`src/hdl/atmt_pkg.sv`:
```
`default_nettype none

package atmt_pkg;

	localparam int SLOTS = 5;
	localparam int IDX_W = (SLOTS > 1) ? $clog2(SLOTS) : 1;
	localparam int CNT_W = $clog2(SLOTS + 1);

	localparam int KIND_W     = 2;
	localparam int SLOT_IDX_W = 3;
	localparam int HOUR_W     = 5;
	localparam int MINUTE_W   = 6;
	localparam int FSLOT_W    = 3;
	localparam int COUNT_W    = 3;

	typedef enum logic [KIND_W-1:0] {
		KIND_TIME   = 2'd0,
		KIND_SET    = 2'd1,
		KIND_DELETE = 2'd2
	} kind_t;

	typedef struct packed {
		logic take;
		logic clr_res;
		logic note_min;
		logic set_wr;
		logic mark_ign;
		logic scan_init;
		logic shift_init;
		logic step;
		logic hit_rec;
		logic shift_wr;
		logic del_done;
		logic load_out;
	} cmd_t;

	typedef struct packed {
		logic              item_valid;
		logic [KIND_W-1:0] kind;
		logic              check_due;
		logic              count_zero;
		logic              set_ok;
		logic              del_ok;
		logic              hit;
		logic              at_end;
		logic              out_busy;
		logic [CNT_W-1:0]  count;
	} sts_t;

endpackage

`default_nettype wire

```
`src/hdl/atmt_if.sv`:
```
`default_nettype none

interface atmt_item_if;
	logic                              valid;
	logic                              ready;
	logic [atmt_pkg::KIND_W-1:0]       kind;
	logic [atmt_pkg::SLOT_IDX_W-1:0]   slot_index;
	logic [atmt_pkg::HOUR_W-1:0]       hour;
	logic [atmt_pkg::MINUTE_W-1:0]     minute;

	modport source (output valid, kind, slot_index, hour, minute, input ready);
	modport sink (input valid, kind, slot_index, hour, minute, output ready);
endinterface

interface atmt_result_if;
	logic                           valid;
	logic                           ready;
	logic                           fired;
	logic [atmt_pkg::FSLOT_W-1:0]   fired_slot;
	logic [atmt_pkg::COUNT_W-1:0]   entry_count;
	logic                           ignored;

	modport source (output valid, fired, fired_slot, entry_count, ignored, input ready);
	modport sink (input valid, fired, fired_slot, entry_count, ignored, output ready);
endinterface

`default_nettype wire

```
`src/hdl/atmt_ctrl.sv`:
```
`default_nettype none

module atmt_ctrl (
	input  wire logic          clk,
	input  wire logic          arst_n,
	input  wire atmt_pkg::sts_t sts,
	output atmt_pkg::cmd_t     cmd
);

	typedef enum logic [2:0] {
		ST_IDLE,
		ST_DECIDE,
		ST_SCAN,
		ST_SHIFT,
		ST_FINISH
	} state_t;

	state_t state_q;
	state_t state_next;

	always_comb begin
		cmd        = '0;
		state_next = state_q;
		unique case (state_q)
			ST_IDLE: begin
				cmd.take = 1'b1;
				if (sts.item_valid) begin
					cmd.clr_res = 1'b1;
					state_next  = ST_DECIDE;
				end
			end
			ST_DECIDE: begin
				state_next = ST_FINISH;
				case (atmt_pkg::kind_t'(sts.kind))
					atmt_pkg::KIND_TIME: begin
						if (sts.check_due) begin
							cmd.note_min = 1'b1;
							if (!sts.count_zero) begin
								cmd.scan_init = 1'b1;
								state_next    = ST_SCAN;
							end
						end
					end
					atmt_pkg::KIND_SET: begin
						if (sts.set_ok) begin
							cmd.set_wr = 1'b1;
						end else begin
							cmd.mark_ign = 1'b1;
						end
					end
					atmt_pkg::KIND_DELETE: begin
						if (sts.del_ok) begin
							cmd.shift_init = 1'b1;
							state_next     = ST_SHIFT;
						end else begin
							cmd.mark_ign = 1'b1;
						end
					end
					default: begin
						state_next = ST_FINISH;
					end
				endcase
			end
			ST_SCAN: begin
				if (sts.hit) begin
					cmd.hit_rec = 1'b1;
					state_next  = ST_FINISH;
				end else if (sts.at_end) begin
					state_next = ST_FINISH;
				end else begin
					cmd.step = 1'b1;
				end
			end
			ST_SHIFT: begin
				if (sts.at_end) begin
					cmd.del_done = 1'b1;
					state_next   = ST_FINISH;
				end else begin
					cmd.shift_wr = 1'b1;
					cmd.step     = 1'b1;
				end
			end
			ST_FINISH: begin
				if (!sts.out_busy) begin
					cmd.load_out = 1'b1;
					state_next   = ST_IDLE;
				end
			end
			default: begin
				state_next = ST_IDLE;
			end
		endcase
	end

	always_ff @(posedge clk or negedge arst_n) begin
		if (!arst_n) begin
			state_q <= ST_IDLE;
		end else begin
			state_q <= state_next;
		end
	end

endmodule

`default_nettype wire

```
`src/hdl/atmt_dp.sv`:
```
`default_nettype none

module atmt_dp (
	input  wire logic           clk,
	input  wire logic           arst_n,
	atmt_item_if.sink           item,
	atmt_result_if.source       result,
	input  wire atmt_pkg::cmd_t cmd,
	output atmt_pkg::sts_t      sts
);

	logic [atmt_pkg::KIND_W-1:0]     kind_q;
	logic [atmt_pkg::SLOT_IDX_W-1:0] idx_q;
	logic [atmt_pkg::HOUR_W-1:0]     hour_q;
	logic [atmt_pkg::MINUTE_W-1:0]   minute_q;

	logic                            slot_active_q [atmt_pkg::SLOTS];
	logic [atmt_pkg::HOUR_W-1:0]     slot_hour_q   [atmt_pkg::SLOTS];
	logic [atmt_pkg::MINUTE_W-1:0]   slot_minute_q [atmt_pkg::SLOTS];

	logic [atmt_pkg::CNT_W-1:0]      count_q;
	logic [atmt_pkg::MINUTE_W-1:0]   last_min_q;
	logic                            last_known_q;

	logic [atmt_pkg::IDX_W-1:0]      ptr_q;
	logic                            shift_mode_q;

	logic                            fired_q;
	logic [atmt_pkg::IDX_W-1:0]      fslot_q;
	logic                            ign_q;

	logic                            out_valid_q;
	logic                            out_fired_q;
	logic [atmt_pkg::FSLOT_W-1:0]    out_fslot_q;
	logic [atmt_pkg::COUNT_W-1:0]    out_count_q;
	logic                            out_ign_q;

	logic [atmt_pkg::IDX_W-1:0]      ptr_inc;
	logic [atmt_pkg::IDX_W-1:0]      rd_idx;
	logic [atmt_pkg::IDX_W-1:0]      set_idx;
	logic [atmt_pkg::IDX_W-1:0]      tail_idx;
	logic                            at_end;

	assign item.ready = cmd.take;

	assign ptr_inc  = ptr_q + 1'b1;
	assign at_end   = (int'(ptr_q) + 1) >= int'(count_q);
	assign rd_idx   = (shift_mode_q && !at_end) ? ptr_inc : ptr_q;
	assign set_idx  = atmt_pkg::IDX_W'(idx_q);
	assign tail_idx = atmt_pkg::IDX_W'(count_q - 1'b1);

	always_comb begin
		sts            = '0;
		sts.item_valid = item.valid;
		sts.kind       = kind_q;
		sts.check_due  = !last_known_q || (minute_q != last_min_q);
		sts.count_zero = (count_q == '0);
		sts.set_ok     = int'(idx_q) < atmt_pkg::SLOTS;
		sts.del_ok     = int'(idx_q) < int'(count_q);
		sts.hit        = slot_active_q[rd_idx] && (slot_hour_q[rd_idx] == hour_q) &&
			(slot_minute_q[rd_idx] == minute_q);
		sts.at_end     = at_end;
		sts.out_busy   = out_valid_q && !result.ready;
		sts.count      = count_q;
	end

	always_ff @(posedge clk) begin
		if (item.valid && cmd.take) begin
			kind_q   <= item.kind;
			idx_q    <= item.slot_index;
			hour_q   <= item.hour;
			minute_q <= item.minute;
		end
		if (cmd.scan_init) begin
			ptr_q        <= '0;
			shift_mode_q <= 1'b0;
		end else if (cmd.shift_init) begin
			ptr_q        <= set_idx;
			shift_mode_q <= 1'b1;
		end else if (cmd.step) begin
			ptr_q <= ptr_inc;
		end
		if (cmd.clr_res) begin
			fired_q <= 1'b0;
			fslot_q <= '0;
			ign_q   <= 1'b0;
		end else begin
			if (cmd.hit_rec) begin
				fired_q <= 1'b1;
				fslot_q <= ptr_q;
			end
			if (cmd.mark_ign) begin
				ign_q <= 1'b1;
			end
		end
		if (cmd.load_out) begin
			out_fired_q <= fired_q;
			out_fslot_q <= atmt_pkg::FSLOT_W'(fslot_q);
			out_count_q <= atmt_pkg::COUNT_W'(count_q);
			out_ign_q   <= ign_q;
		end
	end

	always_ff @(posedge clk or negedge arst_n) begin
		if (!arst_n) begin
			for (int i = 0; i < atmt_pkg::SLOTS; i++) begin
				slot_active_q[i] <= 1'b0;
				slot_hour_q[i]   <= '0;
				slot_minute_q[i] <= '0;
			end
			count_q      <= '0;
			last_min_q   <= '0;
			last_known_q <= 1'b0;
			out_valid_q  <= 1'b0;
		end else begin
			if (cmd.note_min) begin
				last_min_q   <= minute_q;
				last_known_q <= 1'b1;
			end
			if (cmd.set_wr) begin
				slot_active_q[set_idx] <= 1'b1;
				slot_hour_q[set_idx]   <= hour_q;
				slot_minute_q[set_idx] <= minute_q;
				if (int'(idx_q) >= int'(count_q)) begin
					count_q <= atmt_pkg::CNT_W'(set_idx) + 1'b1;
				end
			end
			if (cmd.shift_wr) begin
				slot_active_q[ptr_q] <= slot_active_q[rd_idx];
				slot_hour_q[ptr_q]   <= slot_hour_q[rd_idx];
				slot_minute_q[ptr_q] <= slot_minute_q[rd_idx];
			end
			if (cmd.del_done) begin
				count_q                 <= count_q - 1'b1;
				slot_active_q[tail_idx] <= 1'b0;
			end
			if (cmd.load_out) begin
				out_valid_q <= 1'b1;
			end else if (result.ready) begin
				out_valid_q <= 1'b0;
			end
		end
	end

	assign result.valid       = out_valid_q;
	assign result.fired       = out_fired_q;
	assign result.fired_slot  = out_fslot_q;
	assign result.entry_count = out_count_q;
	assign result.ignored     = out_ign_q;

endmodule

`default_nettype wire

```
`src/hdl/alarm_time_match_table_unit.sv`:
```
// Channel  Role    Beat contents
// item     sink    kind, slot_index, hour, minute
// result   source  fired, fired_slot, entry_count, ignored
//
// A time check for a new minute walks the slots in use one per cycle until the
// first match, and a delete moves the later slots down one per cycle.
// Reset clears the whole table, the slot count and the last checked minute.
// The result sits in an output register; a stalled result holds the unit in
// its final state until that register frees, and the next item beat can be
// taken in the cycle after the result is loaded.

`default_nettype none

module alarm_time_match_table_unit (
	input wire logic      clk,
	input wire logic      arst_n,
	atmt_item_if.sink     item,
	atmt_result_if.source result
);

	atmt_pkg::cmd_t cmd;
	atmt_pkg::sts_t sts;

	atmt_ctrl u_ctrl (
		.clk    (clk),
		.arst_n (arst_n),
		.sts    (sts),
		.cmd    (cmd)
	);

	atmt_dp u_dp (
		.clk    (clk),
		.arst_n (arst_n),
		.item   (item),
		.result (result),
		.cmd    (cmd),
		.sts    (sts)
	);

	a_count_bound: assert property (@(posedge clk) disable iff (!arst_n)
		int'(sts.count) <= atmt_pkg::SLOTS)
		else $error("slot count beyond table size");

	a_one_at_a_time: assert property (@(posedge clk) disable iff (!arst_n)
		item.valid && item.ready |=> !item.ready)
		else $error("item taken while another is in progress");

	a_fire_or_refuse: assert property (@(posedge clk) disable iff (!arst_n)
		result.valid |-> !(result.fired && result.ignored))
		else $error("result both fired and ignored");

	a_load_when_free: assert property (@(posedge clk) disable iff (!arst_n)
		cmd.load_out |-> !(result.valid && !result.ready))
		else $error("result overwritten while stalled");

endmodule

`default_nettype wire

```
`src/flat_wrapper.sv`:
```
// flat-port wrapper written by rule: the top's interface ports become plain ports
module alarm_time_match_table_unit_flat 
  (clk, arst_n, item_valid, item_kind, item_slot_index, item_hour, item_minute, item_ready, result_valid, result_fired, result_fired_slot, result_entry_count, result_ignored, result_ready);
  atmt_item_if item_i ();
  atmt_result_if result_i ();
  input wire logic clk;
  input wire logic arst_n;
  input wire logic [$bits(item_i.valid)-1:0] item_valid;
  input wire logic [$bits(item_i.kind)-1:0] item_kind;
  input wire logic [$bits(item_i.slot_index)-1:0] item_slot_index;
  input wire logic [$bits(item_i.hour)-1:0] item_hour;
  input wire logic [$bits(item_i.minute)-1:0] item_minute;
  output wire logic [$bits(item_i.ready)-1:0] item_ready;
  output wire logic [$bits(result_i.valid)-1:0] result_valid;
  output wire logic [$bits(result_i.fired)-1:0] result_fired;
  output wire logic [$bits(result_i.fired_slot)-1:0] result_fired_slot;
  output wire logic [$bits(result_i.entry_count)-1:0] result_entry_count;
  output wire logic [$bits(result_i.ignored)-1:0] result_ignored;
  input wire logic [$bits(result_i.ready)-1:0] result_ready;
  assign item_i.valid = item_valid;
  assign item_i.kind = item_kind;
  assign item_i.slot_index = item_slot_index;
  assign item_i.hour = item_hour;
  assign item_i.minute = item_minute;
  assign item_ready = item_i.ready;
  assign result_valid = result_i.valid;
  assign result_fired = result_i.fired;
  assign result_fired_slot = result_i.fired_slot;
  assign result_entry_count = result_i.entry_count;
  assign result_ignored = result_i.ignored;
  assign result_i.ready = result_ready;
  alarm_time_match_table_unit u_core (.clk(clk), .arst_n(arst_n), .item(item_i), .result(result_i));
endmodule
```
`config.mk`:
```
export PLATFORM = sky130hd
export DESIGN_NAME = alarm_time_match_table_unit_flat
export DESIGN_NICKNAME = d
export VERILOG_FILES = /design/src/hdl/atmt_pkg.sv /design/src/hdl/atmt_if.sv /design/src/hdl/atmt_ctrl.sv /design/src/hdl/atmt_dp.sv /design/src/hdl/alarm_time_match_table_unit.sv /design/src/flat_wrapper.sv
export SDC_FILE = /design/constraint.sdc
export NUM_CORES = 1
export LEC_CHECK = 0
export ABC_AREA = 1
export BUFFER_PORTS_ARGS = -buffer_cell sky130_fd_sc_hd__buf_2
export CAP_MARGIN = 20
export CORE_ASPECT_RATIO = 0.9
export CORE_MARGIN = 10
export CORE_UTILIZATION = 45
export CTS_BUF_LIST = sky130_fd_sc_hd__clkbuf_8
export CTS_CLUSTER_DIAMETER = 40
export DETAILED_ROUTE_END_ITERATION = 12
export PLACE_DENSITY_LB_ADDON = 0.25
export SETUP_SLACK_MARGIN = 0.15
export SYNTH_ARGS = -nofsm -noshare
export SYNTH_HDL_FRONTEND = slang
export SYNTH_SLANG_ARGS = --single-unit
```
`constraint.sdc`:
```
create_clock -name clk -period 6.2 [get_ports clk]
set_clock_uncertainty 0.2 [all_clocks]
set_input_delay 0.31 -clock clk [delete_from_list [all_inputs] [get_ports clk]]
set_output_delay 0.31 -clock clk [all_outputs]
set_load 0.005 [all_outputs]
```
== Word level (Yosys, flattened, before mapping) ==
Cells that the tools add are included.

* Add/sub/neg operators: 4
* $lt $le $gt $ge: 11
* Eq/ne operators: 11
* Muxes and demuxes: 76
* Bitwise operators: 7
* Reductions and logical operators: 21

{| class="wikitable"
|+ Operators by type and width
! kind !! number
|-
| 30-bit bitwise mux || 2
|-
| 30-bit 2-to-1 mux || 2
|-
| 25-bit bitwise mux || 2
|-
| 25-bit 2-to-1 mux || 2
|-
| 5-bit 2-to-1 mux || 8
|-
| 3-bit 2-to-1 mux || 13
|-
| 6-bit demux with 3-bit select || 2
|-
| 5-bit demux with 3-bit select || 2
|-
| 1-bit 2-to-1 mux || 26
|-
| 6-bit 2-to-1 mux || 4
|-
| 6-bit binary-select mux with 3-bit select || 1
|-
| 4-bit greater-or-equal comparator (second input constant) || 4
|-
| 3-bit inverter with 4-bit output || 4
|-
| 5-bit binary-select mux with 3-bit select || 1
|-
| 3-bit case mux with 5 select lines || 1
|-
| 4-bit by 1-bit < comparator with 1-bit output (second input constant) || 3
|-
| 1-bit demux with 3-bit select || 3
|-
| 1-bit logical AND || 8
|-
| 2-bit nonzero test || 4
|-
| 3-bit by 1-bit adder with 3-bit output (second input constant) || 2
|-
| 3-bit by 2-bit equality test with 1-bit output (second input constant) || 2
|-
| 6-bit equality test || 1
|-
| 3-bit zero test || 2
|-
| 6-bit != test || 1
|-
| 24 further kinds || 30
|}

* Register bits after elaboration: 107
* Input bits: 20
* Output and inout bits: 10

== Longest topological paths before layout ==
* Depth in word-level cells: 16
* Depth in mapped cells: 23
* Mapped depth without buffers: 22

== Modules after synthesis ==
From an unflattened synthesis, not the netlist that was laid out.

* Cell total of the unflattened synthesis: 788
* Area total of the unflattened synthesis: 6188.4 um2

{| class="wikitable"
|+ Modules (own cells, without submodules)
! module !! times used !! cells an instance !! area an instance (um2)
|-
| atmt_dp || 1 || 727 || 5813.1
|-
| atmt_ctrl || 1 || 61 || 375.4
|}

== Worst setup path before layout ==
Ideal clock, no wire load.

* Kind: register -> register
* Start point: register u_core.u_dp.ptr_q[1] in the netlist's numbering
* End point: register u_core.u_dp.ptr_q[1] in the netlist's numbering
* Setup time: 115 ps
* Data arrival time: 2626 ps
* Required time: 5885 ps
* Slack: 3259 ps
* Stages on the path, launching flop included: 22
* Buffers on the path: 1
* Cells stage by stage: dfxtp_1 -> ha_1 -> ha_1 -> nand2_1 -> nand2_1 -> nand2_2 -> nand3_4 -> nand2_4 -> nand2_4 -> buf_6 -> nand2_1 -> nand3_1 -> nand3_1 -> nand2_1 -> nand2_1 -> nand3_1 -> nor2_2 -> nand3_2 -> nand3_2 -> nand3_1 -> nand2_1 -> nor2_1

* Word-level cells in the longest chain between the ends: 15
* Elaborated cells between the ends (all ways): 26
* Classes of those cells: 2 x add/sub; 1 x order compare; 2 x eq/ne; 15 x mux; 1 x bitwise; 5 x reduce/logical

{| class="wikitable"
|+ Ends and longest elaborated chain
! item !! line !! RTL
|-
| start: declaration || atmt_dp.sv:25 || <nowiki>logic [atmt_pkg::IDX_W-1:0] ptr_q;</nowiki>
|-
| start signal: assignment || atmt_dp.sv:78 || <nowiki>ptr_q <= set_idx;</nowiki>
|-
| start signal: assignment || atmt_dp.sv:81 || <nowiki>ptr_q <= ptr_inc;</nowiki>
|-
| 3-bit by 1-bit adder with 4-bit output || atmt_dp.sv:47 || <nowiki>assign at_end = (int'(ptr_q) + 1) >= int'(count_q);</nowiki>
|-
| 4-bit by 3-bit greater-or-equal comparator with 1-bit output || atmt_dp.sv:47 ||
|-
| 1-bit zero test || atmt_dp.sv:48 || <nowiki>assign rd_idx = (shift_mode_q && !at_end) ? ptr_inc : ptr_q;</nowiki>
|-
| 1-bit logical AND || atmt_dp.sv:48 ||
|-
| 3-bit 2-to-1 mux || atmt_dp.sv:48 ||
|-
| 3-bit inverter with 4-bit output (implied by the code) || atmt_dp.sv:60, atmt_dp.sv:61 ||
|-
| 5-bit binary-select mux with 3-bit select || atmt_dp.sv:60 || <nowiki>sts.hit = slot_active_q[rd_idx] && (slot_hour_q[rd_idx] == hour_q) &&</nowiki>
|-
| 5-bit 2-to-1 mux (implied by the code) (2 in a row) || atmt_dp.sv:60 ||
|-
| 5-bit equality test || atmt_dp.sv:60 ||
|-
| 1-bit logical AND (2 in a row) || atmt_dp.sv:60 ||
|-
| 1-bit 2-to-1 mux || atmt_ctrl.sv:65 || <nowiki>if (sts.hit) begin</nowiki>
|-
| 1-bit case mux with 2 select lines || atmt_ctrl.sv:24 || <nowiki>unique case (state_q)</nowiki>
|-
| 2-bit nonzero test (no source line) || -- ||
|}

Parallel ways exist; a longest one is shown, timed or not. The select of a mux whose other input is x is not followed.
A chain may end at the register's enable or synchronous reset.

== Worst setup path after layout ==
* Start point: register u_core.u_dp.ptr_q[0] in the netlist's numbering
* End point: register u_core.u_dp.ptr_q[2] in the netlist's numbering

The elaborated chain is that of the path after synthesis.

==> key figures <==
Routing
  • Drt wl/cell: 15.87 um
  • DR vias/cell: 5.338
  • DRT Wirelength: 16820 um
  • Initial drt markers: 738
  • Drt pass-1 iters: 6
  • Antenna Nets Post-Route: 0
  • Detailed-route DRC error count: 0
  • Vias: 5658

Critical path
  • R2r startpoint: u_core.u_dp.ptr_q[0]
  • Critical Path Start Type: flip-flop
  • Max Fanout on Critical Path: 21
  • Crit path kind: reg -> reg
  • CP required: 6290 ps
  • Reg2Reg Setup Slack: 1770 ps
  • Reg2Reg Depth: 19
  • Crit path arrival time: 4510 ps
  • Reg2reg end: u_core.u_dp.ptr_q[2]
  • CP Capture Type: flip-flop

Yosys
  • Mapped cell area: 6402 sq um
  • Syn_area_per_cell: 7.658 sq um
  • Count of different cell masters after synthesis: 35
  • #FFs+latches synth: 107
  • Post-synthesis sequential area ratio: 0.4299
  • Synth Flop Type: dfrtp_1
  • Yosys warns: 0
  • Post-synth EDFFs: 24
  • Net Count, Synth: 869
  • Gate Count Post-Synth: 836
  • Post-synth ARST share: 0.6916

Die
  • Top-level I/O count: 30
  • Core Area: 14000 sq um
  • Die area: 19410 sq um
  • Die W: 145.7 um
  • Chip height: 133.2 um
  • Initial Utilization: 0.4572
  • Row count: 41

Finish
  • # diodes: 0
  • Proportion of layout cells with a drive suffix above 1: 0.08997
  • Fin nets: 895
  • Area delta synth->final: 9.674%

Clock tree
  • CTS clk-pin slew, worst paths: 100 ps
  • TritonCTS buffer count: 9
  • H-tree depth: 3
  • CTS sink cnt: 107
  • CTS max path bufs: 2
  • Worst-skew pair later-pin latency: 390 ps
  • TritonCTS clock tree: done
  • CTS Root Cell: clkbuf_8

GRT
  • GRT overflow: 0
  • Initial antenna violation count: 0
  • Vias in the first global route: 5122
  • GR Util All Layers: 0.1738
  • First-pass GRT wire length: 27340 um
  • Largest net degree at the start of global routing: 75

Power and ir drop
  • Leak pwr: 3.569 nW
  • Peak supply drop: 290.7 uV
  • PwrDens: 519.4 nW/um^2

STA
  • Fmax: 0.2259 GHz
  • Worst-Margin Slew: 1080 ps
  • Period minus WS final: 4426 ps
  • Final max-slew violation count: 0
  • RSZ-0062 raised after global routing: false
  • Fin. Hold Viols: 0
  • Setup-failing EPs final: 0
  • Hold WS: 23.38 ps
  • Final period util: 0.7139
  • Worst rel slew slack: 0.2778
  • Setup TNS: 0 ps

Worst hold path
  • Hold Path Sink: u_core.u_ctrl.state_q[0]
  • Worst Min Path Start: item_valid
  • Hold path depth: 3
  • HP Class: in -> reg

Placement
  • Hpwl dp: 10600 um
  • RePlAce Congestion: 0.8817
  • IO Port Bufs: 29

Status
  • Status: completed

Job
  • Maximum Capacitance Violations: 0
-- cell usage after synthesis, types with 5 or more instances --
library cell	n	area [sq um]
dfrtp_1	74	1852
dfxtp_1	9	180.2
o221ai_1	6	52.55
nand3b_1	9	67.56
o211ai_1	58	435.4
nand2_1	196	735.7
inv_1	138	518.0
o21ai_0	72	360.4
clkbuf_1	21	78.83
nand4_1	16	100.1
buf_6	6	67.56
buf_2	7	35.03
nand2_4	5	56.30
nor2_1	25	93.84
edfxtp_1	24	720.7
ha_1	13	162.7
a21oi_1	9	45.04
nand3_1	104	520.5
-- logic make-up after synthesis --
| logic type | synth area share |
|---|---|
| flops | 0.4299 |
| fa+ha+maj | 0.02541 |
| xor+xnor | 0.006841 |
| compound gates | 0.1466 |
| buf+inv | 0.1196 |
| simple gates | 0.2716 |
-- through the flow --
stage | area [sq um] | power (W) | std cells | setup WS [ps] | util
floorplan | 6402 | 0.002817 | 836 | 3259 | -
global placement | 6595 | 0.003200 | 1022 | 1972 | 0.4709
detailed placement | 6595 | 0.003209 | 1022 | 1870 | 0.4709
CTS | 6953 | 0.003633 | 1056 | 1831 | 0.4965
global route | 7022 | 0.004016 | 1060 | 1387 | 0.5014
finish | 7022 | 0.003647 | 1060 | 1774 | 0.5014
-- critical path, stage by stage (launching register included) --
cell     delay (ps)
dfxtp_1         640
ha_1            370
ha_1            300
nand2_1          50
nand2_1          70
nand2_2         100
nand3_4         140
inv_2            60
o21ai_2         730
inv_2           420
nand3_1         220
nand2_1         150
nand2_1         120
nand3_1         100
nor2_2          210
nand3_2         110
nand3_2         150
nand3_1          80
nand2_1          60
nor2_1           50
-- routing by layer --
layer	up-vias	wire [um]	GRT usage
met5	-	0	0
met3	14	1033	0.03351
li1	2824	-	-
met2	171	7258	0.2555
met1	2649	8339	0.2547
met4	0	187	0.04433
-- power by group --
part | internal [W] | leakage, nW | switching, W | total, W
combinational | 0.000665 | 2.21 | 0.00141 | 0.00208
clock | 0.000149 | 0.0876 | 0.000255 | 0.000403
sequential | 0.000976 | 1.27 | 0.000189 | 0.00116
total | 0.00179 | 3.57 | 0.00186 | 0.00365
-- flip-flops by register name, summed over array words and instances, names as in the netlist --
name,flops
u_core.u_dp.result.ignored,1
u_core.u_dp.idx_q,3
u_core.u_dp.result.fired,1
u_core.u_dp.kind_q,2
u_core.u_dp.result.entry_count,3
u_core.u_dp.shift_mode_q,1
u_core.u_dp.fired_q,1
u_core.u_dp.ign_q,1
u_core.u_dp.slot_hour_q,25
u_core.u_dp.hour_q,5
u_core.u_dp.result.valid,1
u_core.u_dp.ptr_q,3
u_core.u_dp.last_known_q,1
u_core.u_dp.slot_active_q,5
u_core.u_ctrl.state_q,3
u_core.u_dp.minute_q,6
u_core.u_dp.fslot_q,3
u_core.u_dp.result.fired_slot,3
u_core.u_dp.count_q,3
u_core.u_dp.slot_minute_q,30
u_core.u_dp.last_min_q,6
-- final cells by class --
class / count / area [sq um]
Clock inverter: 7 / 53.80
Multi-Input combinational cell: 544 / 2884
Tap cell: 193 / 241.5
Clock buffer: 9 / 123.9
Inverter: 147 / 554.3
Fill cell: 1324 / 6983
Timing Repair Buffer: 53 / 411.6
Sequential cell: 107 / 2753
-- worst max-delay path by stage --
stage	startpoint	end	slack [ps]	cells past startpoint
2_1_floorplan	u_core.u_dp.ptr_q[1]	u_core.u_dp.ptr_q[1]	3260	21
3_3_place_gp	u_core.u_dp.ptr_q[0]	u_core.u_dp.ptr_q[2]	1970	19
3_5_place_dp	u_core.u_dp.ptr_q[0]	u_core.u_dp.fslot_q[0]	1870	17
4_1_cts	u_core.u_dp.ptr_q[0]	u_core.u_dp.ptr_q[0]	1830	19
5_1_grt	u_core.u_dp.ptr_q[0]	u_core.u_dp.fslot_q[0]	1390	17
6_report	u_core.u_dp.ptr_q[0]	u_core.u_dp.ptr_q[2]	1770	19
-- repair_timing --
item	CTS	global route
resized for setup	0	0
buffers inserted	0	0
endpoints found under the hold margin	91	0
hold buffers	18	0
-- placed cells by master, fill, tap and decap left out, types with 16 or more instances in the layout --
cell type	Yosys	layout
inv_1	138	139
o21ai_0	72	72
nand2_1	196	196
o211ai_1	58	58
nand3_1	104	104
nor2_1	25	25
dlygate4sd3_1	0	18
buf_2	7	28
edfxtp_1	24	24
dfrtp_1	74	74
nand4_1	16	16
Note: power is estimated with default switching activity, not from simulation.
